`config.mk`:
```
export PLATFORM = sky130hd
export DESIGN_NAME = fds_mul
export DESIGN_NICKNAME = d
export VERILOG_FILES = /design/src/rtl/core/fds_pkg.sv /design/src/rtl/core/fds_mul.sv
export SDC_FILE = /design/constraint.sdc
export NUM_CORES = 2
export LEC_CHECK = 0
export BUFFER_PORTS_ARGS = -buffer_cell sky130_fd_sc_hd__buf_2
export CORE_UTILIZATION = 55
export CTS_CLUSTER_DIAMETER = 100
export DETAILED_ROUTE_END_ITERATION = 10
export GPL_ROUTABILITY_DRIVEN = 0
export PLACE_DENSITY_LB_ADDON = 0.1
export SETUP_SLACK_MARGIN = 0.5
export SYNTH_ARGS = -nofsm -noshare
export SYNTH_HDL_FRONTEND = slang
export SYNTH_SLANG_ARGS = --single-unit
```
`constraint.sdc`:
```
create_clock -name clk -period 9 [get_ports clk]
set_clock_uncertainty 0.05 [all_clocks]
set_input_delay 1.35 -clock clk [delete_from_list [all_inputs] [get_ports clk]]
set_output_delay 1.35 -clock clk [all_outputs]
set_load 0.02 [all_outputs]
```
`src/rtl/core/fds_pkg.sv`:
```
// Shared constants and saturation helpers for the focus distance smoother.
// Used by the multiply unit, the reciprocal unit and the top level.
package fds_pkg;

    localparam int CFG_W     = 31;
    localparam int NUM_CFG   = 8;
    localparam int MAG_A_W   = 63;
    localparam int MAG_B_W   = 48;
    localparam int DEN_W     = 62;
    localparam int QUOT_W    = 33;

    localparam logic signed [63:0] ONE_Q16   = 64'sd65536;
    localparam logic signed [63:0] SPEED_MAX = 64'sd655360000;
    localparam logic signed [63:0] WIDE_LIM  = 64'sd140737488355327;
    localparam logic [110:0]       MUL_LIM   = 111'h3FFF_FFFF_FFFF_FFFF;
    localparam logic [33:0]        EXP_C2    = 34'd31457;
    localparam logic [33:0]        EXP_C3    = 34'd15401;

    // Register indexes
    localparam logic [2:0] REG_MIN_DIST  = 3'd0;
    localparam logic [2:0] REG_MAX_DIST  = 3'd1;
    localparam logic [2:0] REG_SW_THR    = 3'd2;
    localparam logic [2:0] REG_HOLD_TIME = 3'd3;
    localparam logic [2:0] REG_DEADZONE  = 3'd4;
    localparam logic [2:0] REG_SPD_CLOSE = 3'd5;
    localparam logic [2:0] REG_SPD_FAR   = 3'd6;
    localparam logic [2:0] REG_MAX_RATE  = 3'd7;

    // Saturate to the wide intermediate range
    function automatic logic signed [63:0] satw(input logic signed [63:0] v);
        logic signed [63:0] r;
        r = v;
        if (v > WIDE_LIM)
            r = WIDE_LIM;
        else if (v < -WIDE_LIM)
            r = -WIDE_LIM;
        return r;
    endfunction

    // Saturate to 32-bit signed
    function automatic logic signed [31:0] sat32(input logic signed [63:0] v);
        logic signed [31:0] r;
        r = v[31:0];
        if (v > 64'sd2147483647)
            r = 32'sh7FFF_FFFF;
        else if (v < -64'sd2147483648)
            r = 32'sh8000_0000;
        return r;
    endfunction

endpackage

```
`src/rtl/core/fds_mul.sv`:
```
// Shared signed multiply unit: magnitude times 16-bit digits in turn from the top,
// then a truncating shift by 16 or 32 with saturation. Depends on fds_pkg.
module fds_mul
    import fds_pkg::*;
(
    input  logic               clk,
    input  logic               rst_n,
    input  logic               start,
    input  logic signed [63:0] a,
    input  logic signed [33:0] b,
    input  logic               sh32,
    output logic               done,
    output logic signed [63:0] result
);

    logic [MAG_A_W-1:0] amag_reg, amag_next;
    logic [MAG_B_W-1:0] bmag_reg, bmag_next;
    logic [110:0]       acc_reg, acc_next;
    logic               neg_reg, neg_next;
    logic               sh32_reg, sh32_next;
    logic               busy_reg, busy_next;
    logic               done_reg, done_next;
    logic [1:0]         cnt_reg, cnt_next;
    logic [63:0]        a_abs;
    logic [33:0]        b_abs;
    logic [78:0]        part;
    logic [110:0]       shifted;
    logic [62:0]        mag;

    assign a_abs = a[63] ? 64'(-a) : 64'(a);
    assign b_abs = b[33] ? 34'(-b) : 34'(b);
    assign part  = 79'(amag_reg) * 79'(bmag_reg[47:32]);

    // Load operands, then accumulate one digit a cycle from the top
    always_comb
    begin
        amag_next = amag_reg;
        bmag_next = bmag_reg;
        acc_next  = acc_reg;
        neg_next  = neg_reg;
        sh32_next = sh32_reg;
        busy_next = busy_reg;
        done_next = 1'b0;
        cnt_next  = cnt_reg;
        if (start)
        begin
            amag_next = a_abs[MAG_A_W-1:0];
            bmag_next = {14'd0, b_abs};
            acc_next  = '0;
            neg_next  = a[63] ^ b[33];
            sh32_next = sh32;
            busy_next = 1'b1;
            cnt_next  = 2'd0;
        end
        else if (busy_reg)
        begin
            acc_next  = {acc_reg[94:0], 16'd0} + 111'(part);
            bmag_next = {bmag_reg[31:0], 16'd0};
            cnt_next  = cnt_reg + 2'd1;
            if (cnt_reg == 2'd2)
            begin
                busy_next = 1'b0;
                done_next = 1'b1;
            end
        end
    end

    always_ff @(posedge clk or negedge rst_n)
    begin
        if (!rst_n)
        begin
            busy_reg <= 1'b0;
            done_reg <= 1'b0;
            cnt_reg  <= 2'd0;
        end
        else
        begin
            busy_reg <= busy_next;
            done_reg <= done_next;
            cnt_reg  <= cnt_next;
        end
    end

    always_ff @(posedge clk)
    begin
        amag_reg <= amag_next;
        bmag_reg <= bmag_next;
        acc_reg  <= acc_next;
        neg_reg  <= neg_next;
        sh32_reg <= sh32_next;
    end

    // Shift, saturate, apply sign
    assign shifted = sh32_reg ? (acc_reg >> 32) : (acc_reg >> 16);
    assign mag     = (shifted > MUL_LIM) ? MUL_LIM[62:0] : shifted[62:0];
    assign result  = neg_reg ? -$signed({1'b0, mag}) : $signed({1'b0, mag});
    assign done    = done_reg;

endmodule

```
==> reports/qor.csv <==
stage;metric;value;unit
logic_synthesis;mux cell area share after synthesis;2.58;%
logic_synthesis;Post-synth EDFFs;99;
global_route;initial antenna violation count;8;
detailed_routing;Via Count;37800;
run_status;outcome;complete, no violations;
clock_network;clk buf depth;3;
setup_path;CP Capture Type;flip-flop;
place;Port-buffer cells;166;
sta;Final Hold Vio Count;0;
logic_synthesis;main combinational cell family by area after synthesis;adder cells;
setup_path;kind of critical path;flip-flop to flip-flop;
logic_synthesis;area leader, netlist;fa_1;
place;dpl cells;6566;
global_route;first-pass GRT wire length;225000;um
clock_network;H-tree levels;2;
die;Die Ht;294;um
clock_network;clock-pin slew on the worst setup and hold paths;0.06;ns
logic_synthesis;Yosys reg bits;228;
sta;Slew Limit Fails;0;
clock_network;Clock Latency Late Sink;0.61;ns
job;number of max-cap violations;0;
die;DIE AREA;86700;sq um
global_route;GR Overflow Total;0;
detailed_routing;Detail Route Antenna Nets;0;
clock_network;TritonCTS clock tree;done;
logic_synthesis;top cell type's share of synthesized area;38.9;%
sta;slew margin rel.;8.05;%
detailed_routing;First-pass DRT Iterations;8;
logic_synthesis;syn_area_per_cell;8.52;sq um
sta;unrepaired setup endpoints after global routing;false;
logic_synthesis;XOR/XNOR share of the synthesized area;3.76;%
sta;Final setup viols;0;
logic_synthesis;synthesized area;47000;sq um
logic_synthesis;Post-Syn Nets;6709;
setup_path;CP Launch Type;flip-flop;
clock_network;CTS root buf;clkbuf_16;
logic_synthesis;Post-Synth Adder-Cell Area;43.5;%
detailed_routing;DR WL/cell;21.3;um
clock_network;Num CTS Buffers;34;
setup_path;required time of the worst setup path;9.43;ns
logic_synthesis;Ys Warns;0;
die;core region area;84100;sq um
detailed_routing;final wirelength;142000;um
logic_synthesis;Post-synth ARST share;1.75;%
logic_synthesis;Synth Instances;5521;
logic_synthesis;Post-Synth Simple-Gate Area;17.7;%
detailed_routing;Detailed Route Iter0 Violations;3484;
sta;fin crit period;8.04;ns
global_route;Total GRT Usage;33.9;%
layout;max reg flops;111;
die;die span in x;294;um
layout;fin cells;6634;
layout;utilization after layout;59.3;%
logic_synthesis;Compound-Gate Fraction of Synth Area;8.87;%
setup_path;CP max FO;34;
logic_synthesis;Area contributors post-synth;fa_1, inv_1, nand2_1;
place;dpl hpwl;113000;um
setup_path;Worst Path Arrival;8.46;ns
logic_synthesis;top_reg_cell synth;dfxtp_1;
layout;layout cells sized above 1;6.11;%
clock_network;Clock Sinks;228;
layout;fin nets;6659;
layout;area delta synth->final;6.03;%
die;num rows;106;
die;Starting Density;55.9;%
worst_hold_path;Min-Delay Path Class;flip-flop to flip-flop;
sta;period utilization;89.3;%
global_route;largest net degree at the start of global routing;123;
logic_synthesis;sequential area share after synthesis;11.9;%
global_route;vias in the first global route;39000;
sta;setup_tns;0;ns
die;I/O Pins;167;
sta;worst slew pin tran;1.37;ns
sta;Min Hold Slack;0.435;ns
detailed_routing;Post-route DRC;0;
detailed_routing;DR vias/cell;5.70;
sta;fmax;124;MHz
logic_synthesis;post-synth cell types;82;
per-layer routing:
layer  global-route usage (%)  vias up  share of wire [%]
met5                        0        -                  0
met4                     10.8        0                3.4
met3                     5.21      241                8.4
met2                     54.7     1710                 47
met1                     47.1    19000                 41
li1                         -    16900                  -
what timing repair did:
item	in CTS	in global routing
setup buffers	0	3
gates resized for setup	0	7
endpoints found under the setup margin	0	8
hold buffers	0	0
cells in the mapped netlist, types with 6 or more instances:
master	number
or4_1	18
a21oi_1	160
buf_2	13
o31ai_1	35
or2_2	8
and2_1	372
nor2b_1	9
o21ai_0	157
mux2_2	11
a31oi_1	21
a21boi_0	6
clkbuf_1	280
nor3_1	59
ha_1	171
o211ai_1	18
buf_1	17
nor4_1	21
o41ai_1	20
nand3_1	59
nand2_1	880
o21bai_1	25
inv_1	1150
nand4_1	48
nand2b_1	16
edfxtp_1	99
a22oi_1	11
o21a_1	15
or3_1	23
nor2_1	208
a32oi_1	7
dfxtp_1	125
xnor2_1	135
xor2_1	67
nor3b_1	6
mux2i_1	106
and3_1	24
o22ai_1	20
fa_1	915
a41oi_1	9
a21o_1	70
a211oi_1	18
critical path, cell delays in order (launching register included):
cell	delay (ns)
dfxtp_2	0.95
nand2_1	0.18
fa_1	0.60
fa_1	0.48
fa_1	0.53
inv_1	0.05
fa_1	0.49
fa_1	0.56
inv_1	0.06
fa_1	0.54
inv_1	0.05
ha_1	0.39
nand2_1	0.12
nor3_1	0.34
a41oi_1	0.21
a31oi_1	0.41
a211oi_1	0.16
buf_4	0.20
nor3_1	0.33
o21ai_1	0.16
buf_4	0.20
a21oi_1	0.44
a211oi_1	0.14
nor4_1	0.28
layout by cell type, fill, tap and decap left out, types with 18 or more instances in the layout:
| cell type | netlist | layout |
|---|---|---|
| a21o_1 | 70 | 70 |
| a21oi_1 | 160 | 160 |
| a31oi_1 | 21 | 21 |
| and2_1 | 372 | 371 |
| and3_1 | 24 | 24 |
| buf_2 | 13 | 165 |
| buf_4 | 1 | 52 |
| clkbuf_16 | 0 | 35 |
| dfxtp_1 | 125 | 111 |
| edfxtp_1 | 99 | 99 |
| fa_1 | 915 | 915 |
| ha_1 | 171 | 171 |
| inv_1 | 1150 | 1149 |
| mux2i_1 | 106 | 106 |
| nand2_1 | 880 | 880 |
| nand3_1 | 59 | 59 |
| nand4_1 | 48 | 48 |
| nor2_1 | 208 | 207 |
| nor3_1 | 59 | 59 |
| nor4_1 | 21 | 21 |
| o211ai_1 | 18 | 18 |
| o21ai_0 | 157 | 157 |
| o21bai_1 | 25 | 24 |
| o22ai_1 | 20 | 20 |
| o31ai_1 | 35 | 35 |
| o41ai_1 | 20 | 20 |
| or3_1 | 23 | 23 |
| or4_1 | 18 | 18 |
| xnor2_1 | 135 | 135 |
| xor2_1 | 67 | 67 |
through the flow:
stage / area (sq um) / setup slack, ns
after floorplan: 47000 / 1.57
after global placement: 48600 / 0.782
after detailed placement: 48600 / 0.695
after CTS: 49800 / 0.678
after global routing: 49900 / 0.590
final: 49900 / 0.963
final cells by class:
cell class | count | area, sq um
well taps | 1134 | 1420
repair buffers | 227 | 1410
diodes | 3 | 7.51
multi-input cells | 3829 | 35900
inverters | 1151 | 4320
flip-flops and latches | 228 | 5610
fillers | 7696 | 34200
clock inverters | 16 | 196
clock buffers | 46 | 961
logic make-up after synthesis:
kind of cell	Yosys count
AOI/OAI and AO/OA	650
xor gates and xnor gates	202
adders and majority gates	1086
buffers and inverters	1464
DFF	228
muxes	119
and+or+nand+nor	1772
worst paths after layout:
check	from	end	slack, ns	depth (start not counted)
max	bmag_reg[35]	acc_reg[108]	0.96	23
min	acc_reg[97]	acc_reg[97]	0.44	2
max reg2reg	bmag_reg[35]	acc_reg[108]	0.96	23
min reg2reg	acc_reg[97]	acc_reg[97]	0.44	2
max in group asynchronous	rst_n	busy_reg	8.24	1
min in group asynchronous	rst_n	cnt_reg[0]	0.52	1
Power is left out: the tool's default activity adds up to more than one toggle a clock period on the data nets, which glitch-free logic cannot reach.
