===== config.mk =====
export PLATFORM = sky130hd
export DESIGN_NAME = fds_div
export DESIGN_NICKNAME = d
export VERILOG_FILES = /design/src/rtl/core/fds_pkg.sv /design/src/rtl/core/fds_div.sv
export SDC_FILE = /design/constraint.sdc
export NUM_CORES = 1
export LEC_CHECK = 0
export ABC_CLOCK_PERIOD_IN_PS = 3590
export BUFFER_PORTS_ARGS = -buffer_cell sky130_fd_sc_hd__buf_2
export CORE_MARGIN = 2
export CORE_UTILIZATION = 54
export DETAILED_ROUTE_END_ITERATION = 12
export HOLD_SLACK_MARGIN = 0.06
export PLACE_DENSITY = 0.74
export SETUP_SLACK_MARGIN = 0.02
export SYNTH_ARGS = -nofsm -noshare
export SYNTH_HDL_FRONTEND = slang
export SYNTH_SLANG_ARGS = --single-unit

===== constraint.sdc =====
create_clock -name clk -period 3.59 [get_ports clk]
set_clock_uncertainty 0.1 [all_clocks]
set_input_delay 0.718 -clock clk [delete_from_list [all_inputs] [get_ports clk]]
set_output_delay 0.718 -clock clk [all_outputs]
set_load 0.02 [all_outputs]

===== src/rtl/core/fds_pkg.sv =====
// Shared constants and saturation helpers for the focus distance smoother.
// Used by the multiply unit, the reciprocal unit and the top level.
package fds_pkg;

    localparam int CFG_W     = 31;
    localparam int NUM_CFG   = 8;
    localparam int MAG_A_W   = 63;
    localparam int MAG_B_W   = 48;
    localparam int DEN_W     = 62;
    localparam int QUOT_W    = 33;

    localparam logic signed [63:0] ONE_Q16   = 64'sd65536;
    localparam logic signed [63:0] SPEED_MAX = 64'sd655360000;
    localparam logic signed [63:0] WIDE_LIM  = 64'sd140737488355327;
    localparam logic [110:0]       MUL_LIM   = 111'h3FFF_FFFF_FFFF_FFFF;
    localparam logic [33:0]        EXP_C2    = 34'd31457;
    localparam logic [33:0]        EXP_C3    = 34'd15401;

    // Register indexes
    localparam logic [2:0] REG_MIN_DIST  = 3'd0;
    localparam logic [2:0] REG_MAX_DIST  = 3'd1;
    localparam logic [2:0] REG_SW_THR    = 3'd2;
    localparam logic [2:0] REG_HOLD_TIME = 3'd3;
    localparam logic [2:0] REG_DEADZONE  = 3'd4;
    localparam logic [2:0] REG_SPD_CLOSE = 3'd5;
    localparam logic [2:0] REG_SPD_FAR   = 3'd6;
    localparam logic [2:0] REG_MAX_RATE  = 3'd7;

    // Saturate to the wide intermediate range
    function automatic logic signed [63:0] satw(input logic signed [63:0] v);
        logic signed [63:0] r;
        r = v;
        if (v > WIDE_LIM)
            r = WIDE_LIM;
        else if (v < -WIDE_LIM)
            r = -WIDE_LIM;
        return r;
    endfunction

    // Saturate to 32-bit signed
    function automatic logic signed [31:0] sat32(input logic signed [63:0] v);
        logic signed [31:0] r;
        r = v[31:0];
        if (v > 64'sd2147483647)
            r = 32'sh7FFF_FFFF;
        else if (v < -64'sd2147483648)
            r = 32'sh8000_0000;
        return r;
    endfunction

endpackage


===== src/rtl/core/fds_div.sv =====
// Restoring reciprocal unit: floor(2^48 / den), one quotient bit a cycle.
// Depends on fds_pkg.
module fds_div
    import fds_pkg::*;
(
    input  logic              clk,
    input  logic              rst_n,
    input  logic              start,
    input  logic [DEN_W-1:0]  den,
    output logic              done,
    output logic [QUOT_W-1:0] quot
);

    logic [DEN_W-1:0] den_reg, den_next;
    logic [DEN_W:0]   rem_reg, rem_next;
    logic [48:0]      q_reg, q_next;
    logic [5:0]       cnt_reg, cnt_next;
    logic             busy_reg, busy_next;
    logic             done_reg, done_next;
    logic [DEN_W:0]   trial;
    logic             fits;

    assign trial = {rem_reg[DEN_W-1:0], (cnt_reg == 6'd48)};
    assign fits  = trial >= {1'b0, den_reg};

    // Shift in one dividend bit, subtract when it fits
    always_comb
    begin
        den_next  = den_reg;
        rem_next  = rem_reg;
        q_next    = q_reg;
        cnt_next  = cnt_reg;
        busy_next = busy_reg;
        done_next = 1'b0;
        if (start)
        begin
            den_next  = den;
            rem_next  = '0;
            q_next    = '0;
            cnt_next  = 6'd48;
            busy_next = 1'b1;
        end
        else if (busy_reg)
        begin
            rem_next = fits ? trial - {1'b0, den_reg} : trial;
            q_next   = {q_reg[47:0], fits};
            cnt_next = cnt_reg - 6'd1;
            if (cnt_reg == 6'd0)
            begin
                busy_next = 1'b0;
                done_next = 1'b1;
            end
        end
    end

    always_ff @(posedge clk or negedge rst_n)
    begin
        if (!rst_n)
        begin
            busy_reg <= 1'b0;
            done_reg <= 1'b0;
            cnt_reg  <= 6'd0;
        end
        else
        begin
            busy_reg <= busy_next;
            done_reg <= done_next;
            cnt_reg  <= cnt_next;
        end
    end

    always_ff @(posedge clk)
    begin
        den_reg <= den_next;
        rem_reg <= rem_next;
        q_reg   <= q_next;
    end

    assign done = done_reg;
    assign quot = q_reg[QUOT_W-1:0];

endmodule


==> results of run 1 <==
[repair_timing]
action                     CTS  global route
resized for setup            2            28
setup buffers                0             6
hold buffers                 1             0
hold endpoints to repair     8             0
pin swaps                    0            15
setup endpoints to repair    6            41
[report_power, final]
part / internal (mW) / switching (mW)
clock: 0.918 / 0.857
sequential: 2.03 / 0.0503
combinational: 0.265 / 0.385
[worst max-delay path: cells and delay by family (launching register included)]
| family | cells | cell delay (ps) |
|---|---|---|
| AO/OA/AOI/OAI | 2 | 540 |
| buffers and inverters | 2 | 190 |
| AND/OR/NAND/NOR | 8 | 1830 |
| adder cells (fa/ha/maj) | 1 | 390 |
| flip-flops | 1 | 340 |
[cells in the final DEF, fill, tap and decap left out, types with 3 or more instances in the layout]
master	count
inv_8	4
buf_4	47
ha_1	62
buf_12	3
a211o_1	3
xor2_1	18
nor3_1	14
mux2i_1	40
inv_6	8
o21ai_1	4
nand3_1	17
dfxtp_1	95
clkinv_2	3
a31oi_1	12
o21a_1	13
nand2_1	104
a21oi_1	104
nand3b_1	5
o211ai_1	15
inv_1	76
a211oi_1	34
nand4_1	29
buf_2	97
o21bai_1	16
o31a_1	3
o211a_1	10
a311oi_1	12
nor4_1	4
nor2_1	149
nor2b_1	9
o21ai_0	48
o22ai_1	4
a21o_1	21
dfrtp_1	6
clkbuf_16	17
a21boi_0	4
nand2b_1	6
edfxtp_1	62
xnor2_1	42
[final timing paths]
path / start / endpoint / slack [ps] / cells past startpoint
max reg2reg: den_reg[47] / rem_reg[56] / 140 / 13
max in group asynchronous: rst_n / busy_reg / 2630 / 2
max: den_reg[47] / rem_reg[56] / 140 / 13
min reg2reg: q_reg[0] / q_reg[0] / 370 / 2
min in group asynchronous: rst_n / cnt_reg[2] / 570 / 2
min: den[21] / den_reg[21] / 350 / 1
[final cells by class]
class | instances | area [sq um] | share of cell area (%)
timing repair buffer | 148 | 908.4 | 7.733
sequential | 165 | 3969 | 33.79
tap | 234 | 292.8 | 2.493
inverter | 79 | 296.5 | 2.524
multi-input combinational | 864 | 5724 | 48.73
clock inverter | 15 | 130.1 | 1.108
clock buffer | 17 | 425.4 | 3.622
[routing by layer]
| layer | vias to the layer above | track usage (%) | share of wire (%) |
|---|---|---|---|
| li1 | 4422 | - | - |
| met1 | 4139 | 34.00 | 47 |
| met2 | 264 | 38.55 | 46 |
| met3 | 40 | 4.151 | 5.2 |
| met4 | 0 | 7.632 | 1.9 |
| met5 | - | 0 | 0 |
[through the flow]
step                cells  util, %  setup WS [ps]
floorplan            1178        -          132.6
global placement     1483    59.34          87.86
detailed placement   1483    59.34          2.081
CTS                  1516    62.43          22.67
global route         1522    63.22         -37.74
finish               1522    63.22          137.4
[cells by family (layout without fill, tap and decap cells)]
| family | after synthesis | count (layout) | synth area share [%] |
|---|---|---|---|
| AOI/OAI and AO/OA | 339 | 339 | 22.01 |
| xor gates and xnor gates | 60 | 60 | 5.164 |
| adders and majority gates | 65 | 65 | 8.066 |
| buffers and inverters | 149 | 259 | 5.889 |
| DFF | 165 | 165 | 38.95 |
| muxes | 41 | 41 | 4.045 |
| and+or+nand+nor | 359 | 359 | 15.87 |
==> out/metrics.csv, run 1 <==
stage,metric,value,unit
sta,finalSetupViolations,0,
floorplanning,io_pins,99,
power,leakage,5.294,nW
floorplanning,die_h,141.3,um
routing,post_drt_wl_per_cell,15.91,um
sta,hold_slack,345.5,ps
yosys,synth_top_area_cell,dfxtp_1,
yosys,syn_inst,1178,
routing,ant_nets,0,
floorplanning,rows,50,
placed_design,placement.io_buffers,98,
sta,fmax,289.6,MHz
routing,drc,0,
clock_network,cts-root-buf,clkbuf_16,
placed_design,dp_hpwl,17420,um
finish,n_antenna_cell,0,
setup_path,path_class,flip-flop to flip-flop,
sta,fin_crit_sh,96.17,%
grt,grt_overflow_total,0,
yosys,yosysTopAreaCellShare,18.69,%
setup_path,critPathCaptureType,flip-flop,
routing,vias,8865,
routing,routed_wl,24220,um
finish,finalInstanceArea,11750,sq um
routing,via_per_inst,5.825,
yosys,post_synth_num_cell_types,75,
grt,grt_max_degree,152,
clock_network,cts_inserted_buffers,17,
setup_path,start_kind,flip-flop,
floorplanning,floorplan.initialDensity,54.77,%
grt,grt_usage,24.28,%
yosys,synth_area_leaders,"dfxtp_1, edfxtp_1, ha_1, nor2_1, a21oi_1",
run_status,status,completed,
power,peakVddDrop,325.5,uV
setup_path,crit_path_max_fanout,16,
clock_network,clock_path_buffers,2,
yosys,synth-edff-count,62,
clock_network,cts_tree,built,
finish,nets,1405,
clock_network,htree_levels,4,
yosys,syn-num-nets,1308,
setup_path,worstPathArrival,3740,ps
grt,grt_pass1_vias,8193,
sta,fin_crit,3453,ps
finish,n_fill_cell,1566,
routing,initialDrtViolationCount,695,
yosys,ys_ff_latch,165,
clock_network,clkSinkCount,165,
yosys,syn_area,10180,sq um
yosys,synthFlopType,dfxtp_1,
yosys,yosysMostFrequentCell,nor2_1,
grt,grt_pass1_wl,39760,um
setup_path,cp_slowest_stage_delay,500,ps
floorplanning,die_w,141.3,um
sta,worst_pin_slew,814.3,ps
sta,hold_violations,0,
sta,final.setup.tns,0,ps
clock_network,path_clk_slew,70,ps
yosys,synth_area_per_cell,8.638,sq um
yosys,seq_area_frac_synth,38.95,%
floorplanning,dieArea,19960,sq um
yosys,yosys-top-cells-count,"nor2_1, a21oi_1, nand2_1, dfxtp_1, inv_1",
min_path,hold_path_class,primary input to flip-flop,
yosys,synth_warnings,0,
placed_design,placed_area,11030,sq um
power,p_per_area,383.6,nW/um^2
finish,drive_above_1_share,16.77,%
routing,drtPass1Iterations,5,
setup_path,crit_required,3870,ps
power,p_total,4.506,mW
grt,antenna_found_initial,0,
floorplanning,coreArea,18580,sq um
job,maxCapViolCount,0,
clock_network,insertion_delay,440,ps
setup_path,slowest_stage,or4_1,
sta,maxSlewViolCount,0,
setup_path,crit_chain,inv_1 -> ha_1 -> nand4_2 -> nor4_2 -> nand3b_1 -> o41a_1 -> and3_4 -> o211ai_2 -> and2_4 -> buf_12 -> nand3_4 -> or4_1 -> nand3_1,
finish,area_growth,15.43,%
sta,maxSlewHeadroom,45.71,%
placed_design,gp_congestion,0.9303,
yosys,async_flop_share,4.848,%
Power figures use the tool's default switching activity.
==> run 2: changes to the inputs <==
--- a/config.mk
+++ b/config.mk
@@ -11,7 +11,7 @@
 export CORE_UTILIZATION = 54
 export DETAILED_ROUTE_END_ITERATION = 12
 export HOLD_SLACK_MARGIN = 0.06
-export PLACE_DENSITY = 0.74
+export PLACE_DENSITY = 0.77
 export SETUP_SLACK_MARGIN = 0.02
 export SYNTH_ARGS = -nofsm -noshare
 export SYNTH_HDL_FRONTEND = slang
==> run 2 against run 1 <==
Hold slack improved by 2.5 ps. Wire length increased by 2.1%. Flip-flop and latch count unchanged. Clock power is 2% higher. Highest routed layer unchanged. Maximum frequency grew 0.11%. Combinational power barely moved. Global-route usage up 0.58 points. Critical path type unchanged. Critical path depth rose by 1.
==> out/metrics.csv, run 2 (synthesis gave the netlist of run 1 again) <==
stage,metric,value,unit
run_status,status,completed,
grt,grt_usage,24.86,%
setup_path,critPathBufInv,3,
finish,multiInputGateArea,5727,sq um
placed_design,placement.io_buffers,98,
setup_path,cp_slowest_stage_delay,440,ps
power,power.switching,1.294,mW
job,maxCapViolCount,0,
clock_network,path_clk_slew,70,ps
finish,fin_util,63.22,%
clock_network,clock_path_buffers,2,
power,internal-power,3.243,mW
finish,n_fill_cell,1561,
power,sequentialPowerShare,45.8,%
finish,layout_commonest_cell,nor2_1,
placed_design,placed_area,11010,sq um
setup_path,crit_path_max_fanout,11,
power,p_total,4.537,mW
setup_path,crit_required,3820,ps
finish,area_growth,15.43,%
sta,rsz0062_at_grt,yes,
sta,maxSlewViolCount,0,
sta,finalSetupViolations,0,
setup_path,worstPathArrival,3680,ps
finish,mostFrequentLayoutCells,"nor2_1, nand2_1, a21oi_1, buf_2, dfxtp_1",
sta,maxSlewHeadroom,44.70,%
finish,nets,1399,
finish,drive_above_1_share,16.15,%
sta,worst_slack,141.2,ps
clock_network,cts-root-buf,clkbuf_16,
clock_network,cts_inserted_buffers,17,
sta,final.setup.tns,0,ps
grt,grt_overflow_total,0,
power,pwr-share-clk,39.8,%
clock_network,insertion_delay,440,ps
setup_path,critical_path.startpoint,den_reg[8],
setup_path,critical-path-top-cell-by-count,a21oi_1,
clock_network,htree_levels,4,
floorplanning,dieArea,19960,sq um
clock_network,clkSinkCount,165,
sta,fin_crit,3449,ps
finish,seqCellArea,3968,sq um
setup_path,crit_chain,inv_1 -> ha_1 -> a211oi_1 -> o211ai_1 -> a21oi_1 -> or3b_4 -> a21oi_1 -> o211ai_2 -> and2_4 -> buf_12 -> nand3_4 -> buf_4 -> o221a_2 -> nand3_1,
floorplanning,rows,50,
min_path,min_from,den[4],
grt,grt_pass1_vias,8634,
min_path,hold_path_class,primary input to flip-flop,
setup_path,slowest_stage,or3b_4,
routing,drc,0,
power,leakage,5.293,nW
routing,via_per_inst,5.956,
finish,n_antenna_cell,0,
placed_design,gp_congestion,0.9245,
setup_path,start_kind,flip-flop,
grt,antenna_found_initial,0,
finish,finalInstanceArea,11750,sq um
routing,vias,9029,
placed_design,dp_hpwl,17550,um
sta,hold_violations,0,
power,sw_frac_of_total,28.53,%
routing,drtPass1Iterations,5,
setup_path,crit_family,compound AO/OA/AOI/OAI gates,
floorplanning,die_h,141.3,um
setup_path,r2r_start,den_reg[8],
power,peakVddDrop,297.1,uV
sta,fmax,290.0,MHz
floorplanning,coreArea,18580,sq um
routing,initialDrtViolationCount,671,
floorplanning,floorplan.initialDensity,54.77,%
power,p_per_area,386.3,nW/um^2
grt,grt_max_degree,152,
routing,post_drt_wl_per_cell,16.31,um
grt,grt_pass1_wl,40510,um
floorplanning,die_w,141.3,um
routing,routed_wl,24730,um
setup_path,critPathCaptureType,flip-flop,
sta,fin_crit_sh,96.07,%
placed_design,post-place-ws,-67.28,ps
routing,ant_nets,0,
power,p_comb_share,14.4,%
clock_network,cts_tree,built,
sta,worst_pin_slew,829.5,ps
setup_path,path_class,flip-flop to flip-flop,
floorplanning,io_pins,99,
[run 2: cell count changes in the layout (fill, tap and decap cells not counted), moves of 2 or more]
cell	before	now
ha_1	62	60
clkinv_8	0	2
ha_2	1	4
clkinv_4	0	2
inv_6	8	4
clkinv_2	3	0
buf_4	47	40
[run 2: final cells by class]
| cell class | instances | share of cell area (%) |
|---|---|---|
| clock buffers | 18 | 3.739 |
| inverters | 79 | 2.524 |
| clock inverters | 14 | 1.257 |
| well taps | 234 | 2.493 |
| multi-input cells | 864 | 48.75 |
| repair buffers | 142 | 7.456 |
| flip-flops and latches | 165 | 33.78 |
[run 2: worst paths after layout]
| kind | slack [ps] | cells past startpoint | to |
|---|---|---|---|
| min reg2reg | 390 | 2 | q_reg[32] |
| min | 350 | 1 | den_reg[4] |
| min in group asynchronous | 560 | 2 | cnt_reg[1] |
| max reg2reg | 140 | 14 | rem_reg[56] |
| max in group asynchronous | 2630 | 2 | busy_reg |
| max | 140 | 14 | rem_reg[56] |
[run 2: routing by layer]
metal	share of wire, %	routed length, um	track usage (%)
met1	44	10900	31.94
met2	48	11880	41.16
met3	5.2	1277	5.400
met4	2.7	670	9.632
met5	0	0	0
[run 2: timing repair]
item / 4_1_cts / 5_1_grt
hold buffers: 1 / 0
gates resized for setup: 3 / 26
pin swaps: 1 / 13
endpoints found under the hold margin: 8 / 0
buffers inserted: 0 / 4
setup endpoints to repair: 9 / 63
[run 2: power groups by stage]
| stage | registers [mW] | clock network (mW) | logic (mW) |
|---|---|---|---|
| floorplan | 2.10 | 0 | 0.432 |
| global placement | 2.12 | 0 | 0.593 |
| detailed placement | 2.12 | 0 | 0.598 |
| CTS | 2.08 | 1.84 | 0.607 |
| global route | 2.09 | 1.92 | 0.720 |
| finish | 2.08 | 1.81 | 0.652 |
[run 2: per-stage QoR]
| stage | hold slack [ps] | cells |
|---|---|---|
| 5_1_grt | 326.2 | 1516 |
| 4_1_cts | 337.3 | 1512 |
| 3_5_place_dp | 378.5 | 1479 |
| 6_report | 348.0 | 1516 |
| 2_1_floorplan | 322.4 | 1178 |
| 3_3_place_gp | 365.3 | 1479 |
[run 2: worst reg2reg max path, cell delays in order, from the launching register on]
cell	delay, ps
edfxtp_1	330
inv_1	50
ha_1	420
a211oi_1	400
o211ai_1	150
a21oi_1	150
or3b_4	440
a21oi_1	220
o211ai_2	180
and2_4	210
buf_12	140
nand3_4	80
buf_4	210
o221a_2	200
nand3_1	70
